[config.mk]
export PLATFORM = sky130hd
export DESIGN_NAME = lobm_front
export DESIGN_NICKNAME = d
export VERILOG_FILES = /design/src/sv/lobm_pkg.sv /design/src/sv/lobm_front.sv
export SDC_FILE = /design/constraint.sdc
export NUM_CORES = 1
export LEC_CHECK = 0
export BUFFER_PORTS_ARGS = -buffer_cell sky130_fd_sc_hd__buf_4
export CORE_MARGIN = 3
export CORE_UTILIZATION = 52
export CTS_CLUSTER_DIAMETER = 50
export DETAILED_ROUTE_END_ITERATION = 7
export PLACE_DENSITY = 0.84
export SLEW_MARGIN = 20
export SYNTH_ARGS = -nofsm -noshare
export SYNTH_HDL_FRONTEND = slang
export SYNTH_SLANG_ARGS = --single-unit
[constraint.sdc]
create_clock -name clk -period 12.7 [get_ports clk]
set_clock_uncertainty 0.2 [all_clocks]
set_input_delay 1.27 -clock clk [delete_from_list [all_inputs] [get_ports clk]]
set_output_delay 1.27 -clock clk [all_outputs]
set_load 0.01 [all_outputs]
[src/sv/lobm_pkg.sv]
// Shared types and codes of the order book matcher.
package lobm_pkg;

	typedef enum logic {
		CMD_ADD   = 1'b0,
		CMD_MATCH = 1'b1
	} cmd_t;

	typedef enum logic [1:0] {
		ST_ACCEPTED = 2'd0,
		ST_REJECTED = 2'd1,
		ST_TRADE    = 2'd2,
		ST_NO_CROSS = 2'd3
	} status_t;

	localparam int unsigned SIDE_BUY  = 0;
	localparam int unsigned SIDE_SELL = 1;

	// Classified command passed from front to back.
	typedef struct packed {
		cmd_t        cmd;
		logic        side;
		logic [31:0] price;
		logic [31:0] qty;
		logic [63:0] order_id;
	} item_t;

	typedef struct packed {
		status_t     status;
		logic [63:0] buy_id;
		logic [63:0] sell_id;
		logic [31:0] bid_px;
		logic [31:0] ask_px;
		logic [31:0] exe_px;
		logic [31:0] trade_qty;
	} result_t;

endpackage

[src/sv/lobm_front.sv]
// Front end: takes input beats, decodes them and queues them for the back end.
module lobm_front import lobm_pkg::*; (
	input  logic         clk,
	input  logic         arst_n,
	input  logic         s_tvalid,
	output logic         s_tready,
	input  logic [127:0] s_tdata,
	input  logic [1:0]   s_tuser,
	input  logic         busy_clear,
	output logic         q_valid,
	input  logic         q_ready,
	output item_t        q_item
);

	item_t      mem_q [2];
	logic       wp_q, rp_q;
	logic [1:0] cnt_q;
	logic       push, pop;
	item_t      dec;

	always_comb begin
		dec.cmd      = cmd_t'(s_tuser[0]);
		dec.side     = s_tuser[1];
		dec.price    = s_tdata[31:0];
		dec.qty      = s_tdata[63:32];
		dec.order_id = s_tdata[127:64];
	end

	assign s_tready = !busy_clear && (cnt_q != 2'd2);
	assign push     = s_tvalid && s_tready;
	assign q_valid  = (cnt_q != 2'd0);
	assign pop      = q_valid && q_ready;
	assign q_item   = mem_q[rp_q];

	always_ff @(posedge clk) begin
		if (push) begin
			mem_q[wp_q] <= dec;
		end
	end

	always_ff @(posedge clk or negedge arst_n) begin
		if (!arst_n) begin
			wp_q  <= 1'b0;
			rp_q  <= 1'b0;
			cnt_q <= 2'd0;
		end else begin
			if (push) begin
				wp_q <= ~wp_q;
			end
			if (pop) begin
				rp_q <= ~rp_q;
			end
			cnt_q <= cnt_q + {1'b0, push} - {1'b0, pop};
		end
	end

endmodule

Yosys cells after proc, flatten, opt, wreduce, memory -nomap -nowiden. Memories as Yosys holds them, arrays and structs flattened. Index checks and enable logic that the tools add are counted.

Memories: 1. Bits in writable memories: 260. Bits in registers: 4. Output and inout port bits: 132. Input bits: 135. Word-level logic and storage cells: 16.

Memory list: mem_q (depth 2, bits a word 130, read ports 1, clocked after memory_dff 0, write ports 1, line lobm_front.sv:15) `item_t mem_q [2];`.

Bitwise gates (word level): 2. Multiplexer cells: 2. Reduce and logical (&&, ||, !) cells: 5. Eq/ne operators: 1. $add $sub $neg: 2.

Operators with widths (number): $logic_and A1 B1 Y1 (3); $add A2 B1 Y2 (1); $mux W1 (2); $ne A2 B2 Y1 const B (1); $not A1 Y1 (2); $reduce_bool A2 Y1 (1); $sub A2 B1 Y2 (1); $logic_not A1 Y1 (1).

Logic depth before layout (Yosys ltp).
Depth after elaboration: 5. Depth in mapped cells: 7. Depth with buffers taken out: 7.

Worst setup path before layout. No wires, ideal clock.

Kind: input to register. From: input port s_tvalid. To: memory mem_q[0][0] (netlist name), enable pin. Path buffers: 0. Data required time: 11879 ps. Stages on the path: 3. Arrival time: 6922 ps. Setup time: 621 ps. Path slack: 4957 ps. Cells stage by stage: nor2b_1 -> nand2_1 -> nor2_1.

Longest elaborated chain between the ends: 3.

RTL lines: start: declaration (line lobm_front.sv:5) `input logic s_tvalid,`; $logic_and A1 B1 Y1 (line lobm_front.sv:30) `assign push = s_tvalid && s_tready;`; $mux W1 (line lobm_front.sv:36) `if (push) begin`; $mux W1 (implied by the code) (line lobm_front.sv:37) `mem_q[wp_q] <= dec;`; end: declaration (line lobm_front.sv:15).

No other way between the ends.

==> impl_metrics.toml <==
[clock_network]
cts_resized = 0
clkLatencyLatePin_ps = 520
clock_sinks = 264
cts_root_buffer = "clkbuf_16"
cts_tree = "done"
cts-hold-fix-buffers = 0
post_cts_buffers = 0
htreeDepth = 1
cts_buffer_depth = 3
cts.clk_slew.worst_paths_ps = 60
cts_buffers = 28

[die]
row_count = 49
initial_core_util_pct = 54.2
die_area_um2 = 20900
die_w_um = 144
core-area_um2 = 18400
ios = 267
die_h_um = 144

[placed_design]
gp_congestion = 0.760
hpwl_um = 13300
placement.io_buffers = 266
place_area_um2 = 12200

[logic_synthesis]
synth_top_area_share_pct = 78.3
synth_top_cell_by_area = "edfxtp_1"
ys_ff_latch = 264
syn_area_per_cell_um2 = 23.5
syn-cell-area_um2 = 9970
synthTopCellsByArea = "edfxtp_1, mux2_4, mux2_2"
yosysSeqAreaShare_pct = 79.3
synth_nets = 561
yosysWarnings = 0
synthCells = 424
synth_cell_types = 18

[power]
clkPwrFrac_pct = 31.4
p_int_mw = 2.13
sequentialPowerShare_pct = 39.3
switchingPower_mw = 0.742
ir_worst_vdd_v = 0.000127
power.density_nw_per_um2 = 217
combinationalPowerShare_pct = 29.3
p_leak_nw = 5.17
swShare_pct = 25.8

[routing]
wl_per_cell_um = 20.8
antenna_left = 0
drt_pass1_iterations = 4
vias = 5003
routed_wl_um = 20000
route.detailed.drc = 0
first_iter_violations = 238
vias_per_cell = 5.21

[worst_setup_path]
path_class = "flop to primary output"
worstPathBufferInverterCount = 2
r2r_start = "cnt_q[0]"
slowest_delay_ps = 850
cp_common_cell = "buf_4"
crit_path_top_delay_cell = "buf_4"
cp_max_fo = 62
reg2reg_depth = 5
critical_path_arrival_ps = 2600
cp-start-kind = "flop"
end_kind = "primary output"
cp_cell_sequence = "buf_4 > mux2_4 > buf_4"
rrSetupSlack_ps = 9700
critPathTopFamily = "buffers and inverters"
cp.required_ps = 11230
r2r-end = "mem_q[0][5]"

[global_routing]
grt_pass1_vias = 5354
grt_usage_pct = 18.3
antenna_found_initial = 0
overflow = 0
grt_max_degree = 70
grt_pass1_wl_um = 29300

[timing]
worst_pin_slew_ps = 1120
hold_viol = 0
drv_slew = 0
min_period_ps = 4070
finalSetupViolations = 0
rsz0062_at_grt = "no"
setup_tns_ps = 0
fin_crit_sh_pct = 32.0
max_freq_ghz = 0.246
relSlewSlack_pct = 25.4

[layout]
multi_input_area_um2 = 1920
nets = 847
num_antenna_cells = 0
syn_to_final_growth_pct = 32.5
nFillCells = 1074
fin_area_um2 = 13200
seq_area_um2 = 7910
drive_gt1_share_pct = 61.3

[worst_hold_path]
min-delay-start = "cnt_q[1]"
whs_path_depth = 1
holdCritPathClass = "flop to flop"
min_to = "cnt_q[1]"

[outcome]
status = "complete, no violations"

[run]
max_cap_viol_count = 0
==> worst max-delay path by stage <==
stage                          to  cells past startpoint       start
floorplan             mem_q[0][0]                      3    s_tvalid
global placement     mem_q[0][21]                      6  busy_clear
detailed placement  mem_q[0][121]                      6  busy_clear
CTS                    q_item[18]                      3        rp_q
global route           q_item[18]                      3        rp_q
finish                 q_item[37]                      3        rp_q
==> registers in the layout, indices dropped and copies added, names as in the netlist <==
name and cells:
cnt_q 2, rp_q 1, mem_q 260, wp_q 1
==> final cells by class <==
cell class	instances	share of cell area, %
Clock buffer	36	5.61
Clock inverter	16	2.35
Inverter	1	0.0284
Multi-Input combinational cell	144	14.5
Sequential cell	264	59.9
Tap cell	229	2.17
Timing Repair Buffer	271	15.4
==> cells in the final DEF (no fill, tap or decap), drive strengths merged <==
| cell | count |
|---|---|
| buf | 271 |
| edfxtp | 260 |
| mux2 | 130 |
| clkbuf | 36 |
| bufinv | 8 |
| clkinv | 6 |
| dfrtp | 4 |
| xnor2 | 3 |
| nor2b | 2 |
| ha | 2 |
| clkinvlp | 2 |
| or2 | 1 |
| and2 | 1 |
| nand2b | 1 |
| inv | 1 |
| nand2 | 1 |
| and3 | 1 |
| nor2 | 1 |
| xor2 | 1 |
==> through the flow <==
stage	util (%)	instances	worst slack [ps]	power, mW	hold WS [ps]
floorplan	-	424	4960	1.67	260
global placement	66.1	909	8760	1.96	275
detailed placement	66.1	909	8650	1.99	293
CTS	71.8	961	8580	2.90	305
global route	71.8	961	8510	2.98	307
finish	71.8	961	8630	2.87	304
==> synthesized netlist by cell type, drive strengths merged <==
| cell type | count |
|---|---|
| xnor2 | 3 |
| nor2 | 1 |
| buf | 15 |
| dfrtp | 4 |
| nand2 | 1 |
| mux2 | 130 |
| nor2b | 2 |
| edfxtp | 260 |
| and3 | 1 |
| nand2b | 1 |
| xor2 | 1 |
| inv | 1 |
| ha | 2 |
| or2 | 1 |
| and2 | 1 |
==> kinds of logic after synthesis <==
| group | after synthesis | share of synthesized area [%] |
|---|---|---|
| flip-flops | 264 | 79.3 |
| multiplexers | 130 | 18.1 |
| buffers and inverters | 16 | 1.52 |
| AND/OR/NAND/NOR | 8 | 0.452 |
| XOR/XNOR | 4 | 0.352 |
| adder cells (fa/ha/maj) | 2 | 0.251 |
==> routing by layer <==
layer,GRT usage (%),vias to the layer above,wire length [um]
met4,6.58,0,737
li1,-,2257,-
met3,4.56,52,1580
met5,0,-,0
met1,23.3,2462,7790
met2,30.7,232,9900
==> power by group through the flow <==
| stage | Clock (mW) | Sequential (mW) | Combinational, mW |
|---|---|---|---|
| 2_1_floorplan | 0 | 1.14 | 0.535 |
| 3_3_place_gp | 0 | 1.14 | 0.827 |
| 3_5_place_dp | 0 | 1.15 | 0.845 |
| 4_1_cts | 0.919 | 1.13 | 0.851 |
| 5_1_grt | 0.958 | 1.14 | 0.890 |
| 6_report | 0.902 | 1.13 | 0.841 |
No activity file was read; power rests on OpenSTA's default activity.
